$ cat src/design/bms_pkg.sv
// bounded multiset table: shared types, operation codes and default sizes
// no dependencies
package bms_pkg;

   localparam int DEF_CAPACITY   = 16;
   localparam int DEF_ITEM_WIDTH = 32;
   localparam int VALUE_W        = 32;
   localparam int OCC_W          = 5;

   typedef enum logic [1:0] {
      OP_ADD    = 2'd0,
      OP_REMOVE = 2'd1,
      OP_QUERY  = 2'd2,
      OP_CLEAR  = 2'd3
   } op_type;

   typedef enum logic [1:0] {
      ST_IDLE,
      ST_SCAN,
      ST_FINISH
   } state_type;

   typedef struct packed {
      op_type             op;
      logic [VALUE_W-1:0] item_value;
   } req_word_type;

   typedef struct packed {
      logic             op_ok;
      logic             present;
      logic [OCC_W-1:0] occurrences;
      logic [OCC_W-1:0] fill_count;
      logic             is_empty;
   } rsp_word_type;

   typedef struct packed {
      logic shift_en;
      logic wr_en;
   } cell_ctl_type;

endpackage

$ cat src/design/bms_cell.sv
// bounded multiset table: one storage cell of the entry chain
// depends on bms_pkg for the cell control struct
module bms_cell
   import bms_pkg::*;
#(
   parameter int ITEM_WIDTH = DEF_ITEM_WIDTH
) (
   input  logic                  clock,
   input  cell_ctl_type          ctl,
   input  logic                  wr_sel,
   input  logic [ITEM_WIDTH-1:0] wr_data,
   input  logic [ITEM_WIDTH-1:0] next_entry,
   output logic [ITEM_WIDTH-1:0] entry
);

   logic [ITEM_WIDTH-1:0] entry_ff;
   logic [ITEM_WIDTH-1:0] entry_in;

   always_comb begin
      entry_in = entry_ff;
      if (ctl.wr_en && wr_sel) begin
         entry_in = wr_data;
      end else if (ctl.shift_en) begin
         entry_in = next_entry;
      end
   end

   always_ff @(posedge clock) begin
      entry_ff <= entry_in;
   end

   assign entry = entry_ff;

endmodule

$ cat src/design/bms_ctrl.sv
// bounded multiset table: sequencer that rotates the chain past the head compare
// depends on bms_pkg for words, op codes and state type
module bms_ctrl
   import bms_pkg::*;
#(
   parameter int CAPACITY   = DEF_CAPACITY,
   parameter int ITEM_WIDTH = DEF_ITEM_WIDTH,
   parameter int CNT_W      = $clog2(CAPACITY + 1),
   parameter int IDX_W      = (CAPACITY > 1) ? $clog2(CAPACITY) : 1
) (
   input  logic                  clock,
   input  logic                  reset,
   input  logic                  req_valid,
   output logic                  req_ready,
   input  req_word_type          req_word,
   output logic                  rsp_valid,
   input  logic                  rsp_ready,
   output rsp_word_type          rsp_word,
   input  logic [ITEM_WIDTH-1:0] head_entry,
   output cell_ctl_type          cell_ctl,
   output logic [IDX_W-1:0]      wr_idx,
   output logic [ITEM_WIDTH-1:0] wr_data
);

   localparam logic [CNT_W-1:0] CAP_CNT = CNT_W'(CAPACITY);

   state_type             state_ff, state_in;
   op_type                op_ff, op_in;
   logic [ITEM_WIDTH-1:0] val_ff, val_in;
   logic [CNT_W-1:0]      len_ff, len_in;
   logic [CNT_W-1:0]      left_ff, left_in;
   logic [CNT_W-1:0]      occ_ff, occ_in;
   logic                  drop_ff, drop_in;
   logic                  rsp_valid_ff, rsp_valid_in;
   rsp_word_type          rsp_ff, rsp_in;

   logic                  head_match;
   logic                  room;
   logic [CNT_W-1:0]      occ_fin;
   logic [CNT_W-1:0]      len_fin;

   assign head_match = (head_entry == val_ff);
   assign room       = (len_ff < CAP_CNT);

   always_comb begin
      state_in     = state_ff;
      op_in        = op_ff;
      val_in       = val_ff;
      len_in       = len_ff;
      left_in      = left_ff;
      occ_in       = occ_ff;
      drop_in      = drop_ff;
      rsp_in       = rsp_ff;
      rsp_valid_in = rsp_valid_ff && !rsp_ready;
      req_ready    = 1'b0;
      cell_ctl     = '0;
      wr_idx       = '0;
      wr_data      = head_entry;
      occ_fin      = occ_ff;
      len_fin      = len_ff;
      unique case (state_ff)
         ST_IDLE: begin
            req_ready = 1'b1;
            if (req_valid) begin
               op_in   = req_word.op;
               val_in  = ITEM_WIDTH'(req_word.item_value);
               left_in = len_ff;
               occ_in  = '0;
               drop_in = 1'b0;
               if (req_word.op == OP_CLEAR) begin
                  len_in   = '0;
                  state_in = ST_FINISH;
               end else if (len_ff == '0) begin
                  state_in = ST_FINISH;
               end else begin
                  state_in = ST_SCAN;
               end
            end
         end
         ST_SCAN: begin
            // head leaves cell zero and either drops out or rejoins at the tail
            cell_ctl.shift_en = 1'b1;
            left_in           = left_ff - 1'b1;
            if (op_ff == OP_REMOVE && head_match && !drop_ff) begin
               drop_in = 1'b1;
               len_in  = len_ff - 1'b1;
            end else begin
               cell_ctl.wr_en = 1'b1;
               wr_idx         = IDX_W'(len_ff - 1'b1);
               occ_in         = occ_ff + CNT_W'(head_match);
            end
            if (left_ff == CNT_W'(1)) begin
               state_in = ST_FINISH;
            end
         end
         ST_FINISH: begin
            wr_idx  = IDX_W'(len_ff);
            wr_data = val_ff;
            if (op_ff == OP_ADD && room) begin
               occ_fin = occ_ff + 1'b1;
               len_fin = len_ff + 1'b1;
            end
            if (!rsp_valid_ff || rsp_ready) begin
               cell_ctl.wr_en = (op_ff == OP_ADD) && room;
               len_in         = len_fin;
               rsp_valid_in   = 1'b1;
               case (op_ff)
                  OP_ADD:    rsp_in.op_ok = room;
                  OP_REMOVE: rsp_in.op_ok = drop_ff;
                  default:   rsp_in.op_ok = 1'b1;
               endcase
               rsp_in.present     = (occ_fin != '0);
               rsp_in.occurrences = OCC_W'(occ_fin);
               rsp_in.fill_count  = OCC_W'(len_fin);
               rsp_in.is_empty    = (len_fin == '0);
               state_in           = ST_IDLE;
            end
         end
         default: begin
            state_in = ST_IDLE;
         end
      endcase
   end

   always_ff @(posedge clock) begin
      if (reset) begin
         state_ff     <= ST_IDLE;
         len_ff       <= '0;
         rsp_valid_ff <= 1'b0;
      end else begin
         state_ff     <= state_in;
         len_ff       <= len_in;
         rsp_valid_ff <= rsp_valid_in;
      end
   end

   always_ff @(posedge clock) begin
      op_ff   <= op_in;
      val_ff  <= val_in;
      left_ff <= left_in;
      occ_ff  <= occ_in;
      drop_ff <= drop_in;
      rsp_ff  <= rsp_in;
   end

   assign rsp_valid = rsp_valid_ff;
   assign rsp_word  = rsp_ff;

endmodule

$ cat src/design/bounded_multiset_table_top.sv
// A bag of up to CAPACITY values of ITEM_WIDTH bits held in a chain of cells.
// Add, remove, query and clear each return one word with the outcome and the
// bag as it stands afterwards. For add, remove and query the held entries
// rotate one cell a cycle past the compare at cell zero, so every entry is seen
// once; clear and any op on an empty bag skip the scan. The result register lets
// a new word in while a result waits to be taken. The order of entries inside
// the chain is not kept.
// depends on bms_pkg, bms_ctrl and bms_cell
module bounded_multiset_table_top
   import bms_pkg::*;
#(
   parameter int CAPACITY   = DEF_CAPACITY,
   parameter int ITEM_WIDTH = DEF_ITEM_WIDTH
) (
   input  logic         clock,
   input  logic         reset,
   input  logic         req_valid,
   output logic         req_ready,
   input  req_word_type req_word,
   output logic         rsp_valid,
   input  logic         rsp_ready,
   output rsp_word_type rsp_word
);

   localparam int CNT_W = $clog2(CAPACITY + 1);
   localparam int IDX_W = (CAPACITY > 1) ? $clog2(CAPACITY) : 1;

   cell_ctl_type          cell_ctl;
   logic [IDX_W-1:0]      wr_idx;
   logic [ITEM_WIDTH-1:0] wr_data;
   logic [ITEM_WIDTH-1:0] entry [CAPACITY];

   bms_ctrl #(
      .CAPACITY   (CAPACITY),
      .ITEM_WIDTH (ITEM_WIDTH),
      .CNT_W      (CNT_W),
      .IDX_W      (IDX_W)
   ) u_ctrl (
      .clock      (clock),
      .reset      (reset),
      .req_valid  (req_valid),
      .req_ready  (req_ready),
      .req_word   (req_word),
      .rsp_valid  (rsp_valid),
      .rsp_ready  (rsp_ready),
      .rsp_word   (rsp_word),
      .head_entry (entry[0]),
      .cell_ctl   (cell_ctl),
      .wr_idx     (wr_idx),
      .wr_data    (wr_data)
   );

   for (genvar i = 0; i < CAPACITY; i++) begin : g_cell
      logic [ITEM_WIDTH-1:0] next_entry;
      if (i == CAPACITY - 1) begin : g_tail
         assign next_entry = entry[i];
      end else begin : g_body
         assign next_entry = entry[i+1];
      end
      bms_cell #(
         .ITEM_WIDTH (ITEM_WIDTH)
      ) u_cell (
         .clock      (clock),
         .ctl        (cell_ctl),
         .wr_sel     (wr_idx == IDX_W'(i)),
         .wr_data    (wr_data),
         .next_entry (next_entry),
         .entry      (entry[i])
      );
   end

`ifndef SYNTHESIS
   a_busy_after_accept: assert property (@(posedge clock) disable iff (reset)
      req_valid && req_ready |=> !req_ready)
      else $error("word accepted while previous one still in work");

   a_write_in_range: assert property (@(posedge clock) disable iff (reset)
      cell_ctl.wr_en |-> (CNT_W'(wr_idx) < CNT_W'(CAPACITY)))
      else $error("cell write beyond capacity");

   a_result_follows_work: assert property (@(posedge clock) disable iff (reset)
      $rose(rsp_valid) |-> $past(!req_ready))
      else $error("result raised without work in progress");
`endif

endmodule
$ cat config.mk
export PLATFORM = sky130hd
export DESIGN_NAME = bounded_multiset_table_top
export DESIGN_NICKNAME = d
export VERILOG_FILES = /design/src/design/bms_pkg.sv /design/src/design/bms_cell.sv /design/src/design/bms_ctrl.sv /design/src/design/bounded_multiset_table_top.sv
export SDC_FILE = /design/constraint.sdc
export NUM_CORES = 1
export LEC_CHECK = 0
export BUFFER_PORTS_ARGS = -buffer_cell sky130_fd_sc_hd__buf_2
export CAP_MARGIN = 15
export CORE_MARGIN = 3
export CORE_UTILIZATION = 25
export CTS_CLUSTER_DIAMETER = 200
export CTS_CLUSTER_SIZE = 10
export DETAILED_ROUTE_END_ITERATION = 10
export SLEW_MARGIN = 15
export SYNTH_ARGS = -nofsm -noshare
export SYNTH_HDL_FRONTEND = slang
export SYNTH_SLANG_ARGS = --single-unit
$ cat constraint.sdc
create_clock -name clock -period 11.6 [get_ports clock]
set_input_delay 0.58 -clock clock [delete_from_list [all_inputs] [get_ports clock]]
set_output_delay 0.58 -clock clock [all_outputs]
set_load 0.1 [all_outputs]
Yosys cells after proc, flatten, opt, wreduce, memory -nomap -nowiden
Index checks and enable logic that the tools add are counted.
{"block": "op_classes", "n_reduce_logical": 54, "n_lt_le_gt_ge": 1, "addsub": 5, "eq_ne": 27, "mux": 64}
{"cell": "32-bit 2-to-1 mux", "count": 31}
{"cell": "5-bit 2-to-1 mux", "count": 11}
{"cell": "32-bit equality test", "count": 1}
{"cell": "4-bit equality test (second input constant)", "count": 8}
{"cell": "2-bit nonzero test", "count": 16}
{"cell": "1-bit logical AND", "count": 20}
{"cell": "5-bit case mux with 2 select lines", "count": 2}
{"cell": "4-bit by 3-bit equality test with 1-bit output (second input constant)", "count": 4}
{"cell": "5-bit case mux with 3 select lines", "count": 1}
{"cell": "5-bit by 1-bit adder with 5-bit output (second input constant)", "count": 2}
{"cell": "5-bit logical NOT", "count": 2}
{"cell": "2-bit 2-to-1 mux", "count": 5}
{"cell": "5-bit by 1-bit subtractor with 5-bit output (second input constant)", "count": 2}
{"cell": "3-bit AND reduction", "count": 3}
{"cell": "4-bit by 2-bit equality test with 1-bit output (second input constant)", "count": 2}
{"cell": "1-bit 2-to-1 mux", "count": 8}
{"cell": "2-bit by 1-bit inequality test with 1-bit output (second input constant)", "count": 4}
{"cell": "4-bit case mux with 2 select lines", "count": 1}
{"cell": "1-bit case mux with 2 select lines", "count": 3}
{"cell": "2-bit case mux with 3 select lines", "count": 1}
{"cell": "2-bit AND reduction", "count": 3}
{"cell": "5-bit by 1-bit adder with 5-bit output", "count": 1}
{"cell": "5-bit by 1-bit equality test with 1-bit output (second input constant)", "count": 1}
{"cell": "5-bit less-than comparator (second input constant)", "count": 1}
{"cell": "other kinds (12)", "count": 18}
{"block": "totals", "ff_bits": 578, "in_bits": 38}

Logic depth before layout (Yosys ltp)
Gate-level depths: netlist of run 1.
{"block": "depth", "word_depth": 8, "ltp_mapped": 12}

Modules after synthesis
A second synthesis of run 1 with hierarchy kept.
{"block": "unflattened", "cells_unflattened": 1418, "hier_area_um2": 27418.8}
{"module": "bms_cell", "cells_each": 69, "area_each_um2": 1476.4, "n_inst": 16, "seq_area_each_um2": 960.9}
{"module": "bms_ctrl", "cells_each": 294, "area_each_um2": 3569.7, "n_inst": 1, "seq_area_each_um2": 1901.8}
{"module": "bounded_multiset_table_top", "cells_each": 20, "area_each_um2": 226.5, "n_inst": 1, "seq_area_each_um2": 0.0}

Least setup slack after synthesis of run 1
Ideal clock, no wire load.
{"block": "synth_path", "path_kind": "reg-to-reg", "startpoint": "reg u_ctrl.rsp_valid_ff, in the netlist u_ctrl.rsp_valid", "endpoint": "reg g_cell[0].u_cell.entry_ff[0], enable pin", "setup_ns": 0.389, "stages_incl_launch_ff": 10, "required_ns": 11.211, "synth_period_minus_slack_ns": 3.984, "arrival_time_ns": 3.595, "path_slack_ns": 7.616, "cell_sequence": "dfxtp_1 > nor2b_1 > nor2b_1 > and2_1 > nand3_1 > mux2_2 > or3_1 > buf_2 > buf_4 > nand2_1"}
{"block": "synth_via", "elab_chain_len": 6}
{"item": "from (decl)", "line": "bms_ctrl.sv:34", "text": "logic rsp_valid_ff, rsp_valid_in;"}
{"item": "from (signal assigned)", "line": "bms_ctrl.sv:133", "text": "rsp_valid_ff <= rsp_valid_in;"}
{"item": "1-bit logical NOT", "line": "bms_ctrl.sv:103", "text": "if (!rsp_valid_ff || rsp_ready) begin"}
{"item": "1-bit logical OR", "line": "bms_ctrl.sv:103"}
{"item": "1-bit 2-to-1 mux", "line": "bms_ctrl.sv:103"}
{"item": "1-bit case mux with 2 select lines", "line": "bms_ctrl.sv:61", "text": "unique case (state_ff)"}
{"item": "1-bit logical AND", "line": "bms_cell.sv:21", "text": "if (ctl.wr_en && wr_sel) begin"}
{"item": "2-bit nonzero test (no source line)"}
{"item": "to (signal assigned)", "line": "bms_cell.sv:29", "text": "entry_ff <= entry_in;"}
{"item": "to (decl)", "line": "bms_cell.sv:16", "text": "logic [ITEM_WIDTH-1:0] entry_ff;"}
No other way between the ends.
A chain may end at the register's enable or synchronous reset.

Final worst setup path of run 1
{"block": "layout_path", "startpoint": "reg u_ctrl.state_ff[1]", "endpoint": "reg g_cell[10].u_cell.entry_ff[0], enable pin"}
{"block": "layout_via", "elab_chain_len": 5, "word_cells_on_any_way": 8, "cone_classes": "eq/ne (3); mux (3); reduce/logical (2)"}
{"item": "from (decl)", "line": "bms_ctrl.sv:27", "text": "state_type state_ff, state_in;"}
{"item": "from (signal assigned)", "line": "bms_ctrl.sv:131", "text": "state_ff <= state_in;"}
{"item": "2-bit equality test or 2-bit by 1-bit equality test with 1-bit output (tied branches)", "line": "bms_ctrl.sv:61"}
{"item": "4-bit case mux with 2 select lines", "line": "bms_ctrl.sv:61"}
{"item": "4-bit equality test", "line": "bounded_multiset_table_top.sv:65", "text": ".wr_sel (wr_idx == IDX_W'(i)),"}
{"item": "1-bit logical AND", "line": "bms_cell.sv:21"}
{"item": "2-bit nonzero test (no source line) *"}
{"item": "to (signal assigned)", "line": "bms_cell.sv:29"}
{"item": "to (decl)", "line": "bms_cell.sv:16"}
Every way passes the cells marked *; elsewhere a longest branch is shown, timed or not.

==> results.txt, run 1 <==
The worst path required time is 11.71 ns. In the final timing run, aggregate negative setup slack is 0 ns. Element type at the critical path start: a flop. Across the whole layout, storage elements account for 0.01728 mm2. The hold buffer count at CTS was 0. For this design the total switching power over the nets is 951.7 uW. The tools report the number of inserted diodes as 0.

Internal portion of total power: 3406 uW. Number of synthesized flops with an enable pin: 570. Setup repair after global routing left no endpoint under its margin. The tools report the net count after synthesis as 1482. The H-tree depth was 3; the layout overhead on the synthesized area was 13.09%. The final period demand of the worst path is 4.677 ns. Category of the worst setup path capture point: a flop. At the end of routability-driven placement, the weighted congestion stood at 0.8339.

In this run, distinct cell masters in the synthesized netlist total 48. The worst register-to-register path has a depth of 9. The tools report the starting density of the core as 25.40%. Entering global routing, the biggest net connects 48 pins.

Worst clock skew: 0.02610 ns. The total of warnings raised by yosys was 0. The die covers 0.1046 mm2. At the pin with the least slew margin, the transition time is 1.130 ns. The wire length of the first global-routing pass is 80210 um, and the deepest clock path buffer count is 3.

For the data arrival time of the critical path, the log shows 4.79 ns. Ranked by total cell area, the synthesized netlist is headed by edfxtp_1 68%, mux2_2 23%, xor2_1 1.3%, clkbuf_1 0.73%, buf_2 0.68%. In the final layout, the multi-input gates occupy 0.007393 mm2.

The run finished with clean final reports. The number of max-slew violations in the final report came out at 0. Y dimension of the die: 323.4 um.

Dividing the detail-routed wire length by the instance count gives 18.69 um. The synthesized design contains 578 register bits. The share of the cycle needed by the critical path after routing works out to 40.32%. For this block, the initial DRC count from the detailed router was 834. In this run the cell area of the synthesized design comes to 0.02518 mm2. For the number of detailed-routing iterations run before antenna repair, the log shows 5.

Synthesis produced a netlist whose cell count is 1432. For the final global-route overflow total, the log shows 0. The total I/O pin count was 53; the number of CTS-inserted buffers was 67. TritonCTS built the clock tree. In the layout the commonest cells are 570 x edfxtp_1, 515 x mux2_2, 69 x clkbuf_16. The residual DRC count is 0, and the clock network fraction of design power is 42.6%.

The initial antenna violation count was 7. The most used flip-flop cell after synthesis is edfxtp_1. The number of stages on the worst hold path is 1, and the share of flip-flops with an asynchronous set or reset after synthesis is 0%. Final-stage net count: 1509. The number of global-route vias before repair is 12970, and the ratio of routed vias to standard cells is 4.442. Post-CTS timing repair inserted 0 buffers for setup. In the final layout, the share of cells above drive strength 1 is 46.47%. The number of fill cells is 9764.

Sequential cells burn 53.0% of the power. The detailed-route via count is 12260, and the overall global routing resource usage is 9.888%. Measured along the x axis, the die boundary spans 323.4 um. Leaving out fill and tap cells, the most frequent cell in the layout is edfxtp_1.

Input and output buffers added on the ports amount to 52. Across the run, the number of max-cap violations was 0. After clock tree synthesis, the clock-pin slew on the worst setup and hold paths is 0.06 ns.

Setup violations remaining at the end of the flow were counted as 0. The worst min-delay path category is in2reg. The run gives 51590 um as the aggregate routed wire length. The register area share after synthesis came out at 68.60%.

Reg2reg setup slack: 6.92 ns. Net switching is 21.84% of the power. The maximum net fanout on the critical path was 33; the CTS sink count was 578.

The biggest area contributor in the post-synthesis netlist is edfxtp_1. Mean instance size in the synthesized netlist: 17.59 um2. Based on the critical path, the design can be clocked at up to 0.2138 GHz. For the headroom to the max-slew limit, the log shows 24.46%. The remaining antenna violation count was 0. The clock insertion delay at the later pin of the skew report is 0.60 ns.

The tree is rooted in a clkbuf_16. Hold timing on the final database bottoms out at a slack of 0.1753 ns. Largest vdd supply drop: 100.3 uV. The total area inside the core boundary comes to 0.09914 mm2.

The number of gates resized after CTS was 0. Row generation in the floorplan step produced 115 rows. The tools report the cell leakage power as 0.009059 uW. The fraction of post-synthesis cell area in the top cell type by area came out at 67.97%. By startpoint and endpoint, the worst setup path is classified as reg2reg. The power per cell area was 153.0 mW/mm2; the combinational group share of total power was 4.5%. The logs give 0 for the final-report hold violation count and 32550 um for the HPWL after detailed placement.
cell type report:
type / count / share of cell area [%]
Sequential cell: 578 / 60.67
Multi-Input combinational cell: 739 / 25.96
Clock buffer: 79 / 6.195
Tap cell: 1287 / 5.654
Timing Repair Buffer: 61 / 1.151
Clock inverter: 5 / 0.2153
Inverter: 12 / 0.1582
flip-flops by register name, indices dropped and copies added, names as in the netlist:
register / cells
g_cell.u_cell.entry: 512
u_ctrl.val_ff: 32
u_ctrl.rsp_word: 13
u_ctrl.left_ff: 5
u_ctrl.len_ff: 5
u_ctrl.occ_ff: 5
u_ctrl.op_ff: 2
u_ctrl.state_ff: 2
u_ctrl.drop_ff: 1
u_ctrl.rsp_valid: 1
path summary, 6_finish.rpt:
path,startpoint,end
max reg2reg,u_ctrl.state_ff[1],g_cell[10].u_cell.entry[0]
min,req_word[14],u_ctrl.val_ff[14]
max,u_ctrl.state_ff[1],g_cell[10].u_cell.entry[0]
min reg2reg,g_cell[2].u_cell.entry[6],g_cell[1].u_cell.entry[6]
power by group through the flow:
| stage | combinational [uW] | clock, uW | sequential, uW |
|---|---|---|---|
| global placement | 194 | 0 | 2350 |
| CTS | 197 | 1910 | 2310 |
| global route | 209 | 1990 | 2310 |
| finish | 194 | 1850 | 2310 |
| detailed placement | 196 | 0 | 2350 |
| floorplan | 97.8 | 0 | 2380 |
per-layer routing:
layer  global-route usage (%)  vias to the layer above  share of wire, %
li1                         -                     5587                 -
met1                    14.16                     6289                48
met2                    15.24                      302                44
met3                    1.958                       86               5.2
met4                    2.684                        0               2.2
met5                        0                        -                 0
Yosys cell counts (7+ instances only):
cell type	n
clkbuf_1	49
nand2_1	29
buf_6	12
nor4_1	8
buf_2	34
edfxtp_1	570
xnor2_1	11
dfxtp_1	8
nand3_1	7
xor2_1	37
ha_1	12
mux2_2	515
nand4_1	8
inv_1	11
a21oi_1	17
nor2_1	26
per-stage QoR:
step | instances | util, % | power [uW] | cell area, um2 | worst slack [ns]
6_report | 2761 | 28.73 | 4357 | 28480 | 6.923
3_5_place_dp | 2677 | 26.88 | 2547 | 26650 | 6.894
4_1_cts | 2761 | 28.73 | 4415 | 28480 | 6.898
2_1_floorplan | 1432 | - | 2477 | 25180 | 7.616
3_3_place_gp | 2677 | 26.88 | 2544 | 26650 | 6.990
5_1_grt | 2761 | 28.73 | 4510 | 28480 | 6.609
cell families (layout without fill, tap and decap cells):
logic type      after synthesis  in the layout  synth area share (%)
compound gates               45             45                 1.207
xor+xnor                     48             48                 1.669
buf+inv                     115            157                 2.300
flops                       578            578                 68.60
fa+ha+maj                    12             12                0.5962
mux                         521            521                 23.32
simple gates                113            113                 2.305
worst max-delay path, stage by stage (launching register included):
cell and delay [ns]:
dfxtp_1 0.39, inv_1 0.09, ha_1 0.18, buf_4 0.24, inv_1 0.57, nor2_1 0.25
and3_1 0.24, mux2i_1 0.47, a21bo_2 0.92, nand2_2 0.80
Note: power is estimated with default switching activity, not from simulation.
==> run 2: changes to the inputs <==
--- a/config.mk
+++ b/config.mk
@@ -5,6 +5,7 @@
 export SDC_FILE = /design/constraint.sdc
 export NUM_CORES = 1
 export LEC_CHECK = 0
+export ABC_AREA = 1
 export BUFFER_PORTS_ARGS = -buffer_cell sky130_fd_sc_hd__buf_2
 export CAP_MARGIN = 15
 export CORE_MARGIN = 3
==> constraint.sdc (replaced) <==
create_clock -name clock -period 4.2 [get_ports clock]
set_input_delay 0.21 -clock clock [delete_from_list [all_inputs] [get_ports clock]]
set_output_delay 0.21 -clock clock [all_outputs]
set_load 0.1 [all_outputs]
==> run 2 against run 1 <==
Effect of this change: via count increased by 42%; area after synthesis increased by 4.7%; die area increased by 4.6%; largest cell class unchanged; global-route usage decreased by 0.34 points; register-to-register slack got worse by 6.1 ns; fmax increased by 37%; wire length increased by 0.89%; synthesized cell count increased by 84%; critical path depth increased by 8; count of clock-buffer cells in the layout increased by 1; largest power group unchanged; cell area increased by 5.8%; power increased to 4.6 times the previous value; critical path type unchanged.
==> results.txt, run 2 <==
Detailed placement ended at an HPWL of 35620 um. CTS saw 578 sinks. Averaged over all synthesized cells, the footprint is 9.998 um2.

The flow ran to the end, and the final reports show no timing, DRC or antenna violations. Among all flip-flop cells after synthesis, the most frequent one is edfxtp_1. From left edge to right edge, the die measures 330.7 um. The layout cell share with drive strength beyond 1 came out at 8.090%. Maximum net fanout on the critical path: 30. By count the netlist is led by 1163 x nand2_1, 570 x edfxtp_1, 396 x nand3_1, 100 x buf_2, 97 x nand4_1. The starting density of the core was 25.33%; the total negative slack for setup checks was 0 ns. The number of CTS-inserted buffers was 67; the core outline area was 0.1041 mm2. The master cell of the clock root buffer is clkbuf_16.

The slew at the pin with the worst max-slew slack came out at 0.9758 ns. Total of flip-flops plus latches after synthesis: 578. Yosys attributes the largest share of cell area to edfxtp_1 65%, nand2_1 17%, nand3_1 7.5%, nand4_1 2.3%, buf_2 1.9%.

The tools report the worst clock skew as 0.02457 ns. The run gives 1226 as the violation count after the first detailed-routing iteration. The tools report the largest vdd supply drop as 623.2 uV. The number of inserted diodes is 0. The category of the worst setup path capture point is a flop.

Based on the critical path, the design can be clocked at up to 0.2934 GHz. The final-stage net count is 2703, and the internal portion of total power is 12920 uW. The total standard cell area after synthesis came out at 0.02637 mm2. The final critical path takes up 81.16% of the cycle.

The area taken by multi-input logic gates was 0.007975 mm2; the fraction of post-synthesis cell area in the top cell type by area was 64.92%. Net count after synthesis: 2687. The synthesized netlist contains 32 unique library cells. The tools report the clock network fraction of design power as 25.3%.

The run gives 17360 as the detailed-route via count. The tools report the initial antenna violation count as 0. The synthesized design spends more area on one cell type than any other, namely edfxtp_1. Number of fill cells: 10570. The share of flip-flops with an asynchronous set or reset after synthesis is 0%, and the final-report hold violation count is 0. Measured against its own limit, the worst slew margin works out to 34.95%.

The number of detailed-routing iterations run before antenna repair is 6. Setup violations remaining at the end of the flow were counted as 0. The most common cell in the netlist was nand2_1.

Synthesis produced a netlist whose cell count is 2637. The largest net degree at the start of global routing is 103, and the mean routed wirelength per cell is 12.85 um. TritonCTS built the clock tree. For the worst-skew pair, the clock arrives at the later sink with an insertion delay of 0.59 ns. The clock transition at the registers of the reported paths was 0.06 ns. STA classifies the critical path startpoint as a flop.

Summed over all nets, the switching power comes to 7090 uW. The worst path required time came out at 4.44 ns. Setup repair after global routing left no endpoint under its margin. The overall power after layout came out at 20010 uW. The number of I/O port buffers was 52; the deepest clock path buffer count was 3.

The tool flagged a number of max-cap violations equal to 0. The worst path needs 3.409 ns of the cycle, external delays included. The number of global-route vias before repair was 16200.

The H-tree was split into 3 levels. For the sequential cell area, the log shows 0.01728 mm2. At the end of routability-driven placement, the weighted congestion stood at 0.7647. On the final layout, the worst hold slack is 0.1411 ns. Once detail routing completed, the nets flagged for antenna violations numbered 0. The tools report the data arrival time of the critical path as 3.65 ns.

The floorplan step set the die height to 330.7 um. The area enclosed by the die boundary is 0.1094 mm2. Summed over all layers, the global routing overflow is 0.

The top cell types in the final layout, fill and taps aside, are 1163 x nand2_1, 570 x edfxtp_1, 396 x nand3_1. Most common cell after layout, fill and taps aside: nand2_1. The analysis attributes to cell leakage a power of 0.01208 uW. The power per cell area works out to 663.9 mW/mm2. The number of max-slew violations in the final report was 0; the layout overhead on the synthesized area was 14.32%. The total I/O pin count was 53. The aggregate routed wire length was 52050 um; the switching share of power was 35.43%. The overall global routing resource usage is 9.551%, and the power share of the sequential group is 46.3%. The register area share after synthesis is 65.53%.

The number of synthesized flops with an enable pin is 570, and the ratio of routed vias to standard cells is 4.285. Of the total power, combinational logic draws 28.4%. For this run, the number of Yosys warnings is 0.

The critical path start-end classification is reg2reg. The register with the most flip-flops in the layout has 512 of them. The run gives 0 as the residual DRC count.

The first global-routing pass estimated 85840 um of wire. The worst min-delay path category was in2reg. The floorplan has 118 rows.
[run 2: changes by cell type after synthesis, moves of 13 or more]
cell | previous run | this run
buf_2 | 34 | 100
clkbuf_1 | 49 | 74
nand4_1 | 8 | 97
inv_1 | 11 | 58
buf_4 | 4 | 19
nand2_1 | 29 | 1163
mux2_2 | 515 | 0
xnor2_1 | 11 | 24
nand3_1 | 7 | 396
xor2_1 | 37 | 7
[run 2: worst max-delay path: stages, from the launching register on]
cell      delay, ns
edfxtp_1       0.38
inv_1          0.10
nand2_1        0.06
nand2_1        0.05
nand2_1        0.06
nor2_1         0.12
nand2_1        0.07
nor2_1         0.31
nand3_2        0.24
nand2_1        0.10
nand2_1        0.10
clkinv_1       0.11
nand2_2        0.10
nor2_4         0.23
buf_4          0.33
nand2_1        0.11
nand2_1        0.21
buf_4          0.35
[run 2: kinds of logic (layout without fill, tap and decap cells)]
kind of cell	count (synthesis)	in the layout	synth area share, %
xor gates and xnor gates	31	31	1.030
and+or+nand+nor	1700	1700	27.25
DFF	578	578	65.53
buffers and inverters	264	297	4.532
adders and majority gates	12	12	0.5695
AOI/OAI and AO/OA	52	52	1.092
[run 2: what timing repair did]
action | 4_1_cts | 5_1_grt
hold endpoints to repair | 42 | 0
gates resized for setup | 0 | 0
hold buffers | 36 | 0
buffers inserted | 0 | 0
[run 2: metal layers]
layer	GRT usage, %	up-vias	share of wire, %
li1	-	8974	-
met1	13.43	7895	48
met2	14.89	412	44
met3	1.819	74	6.0
met4	2.874	0	1.9
met5	0	-	0
[run 2: through the flow]
stage,instances,area (um2),util (%),setup slack [ns]
after floorplan,2637,26370,-,0.4932
after global placement,3928,27950,26.85,0.8773
after detailed placement,3928,27950,26.85,0.6843
after CTS,4050,30140,28.96,0.6755
after global routing,4050,30140,28.96,0.4326
final,4050,30140,28.96,0.7913
[run 2: layout make-up]
type	count	area share, %
Sequential cell	578	57.32
Tap cell	1380	5.729
Timing Repair Buffer	151	3.670
Inverter	60	0.7472
Clock buffer	80	5.866
Multi-Input combinational cell	1795	26.46
Clock inverter	6	0.2076
[run 2: power groups by stage]
stage | Combinational (uW) | Sequential, uW | Clock (uW)
after floorplan | 3830 | 9590 | 0
after detailed placement | 5710 | 9380 | 0
final | 5690 | 9260 | 5070
after global routing | 6480 | 9420 | 5460
after CTS | 5750 | 9270 | 5230
after global placement | 5610 | 9340 | 0
[run 2: worst paths after layout]
path	from	end	slack, ns	cells past startpoint
hold / removal	req_valid	u_ctrl.left_ff[2]	0.14	4
setup reg to reg	g_cell[0].u_cell.entry[1]	g_cell[6].u_cell.entry[20]	0.79	17
setup / recovery	g_cell[0].u_cell.entry[1]	g_cell[6].u_cell.entry[20]	0.79	17
hold reg to reg	g_cell[7].u_cell.entry[13]	g_cell[6].u_cell.entry[13]	0.48	2
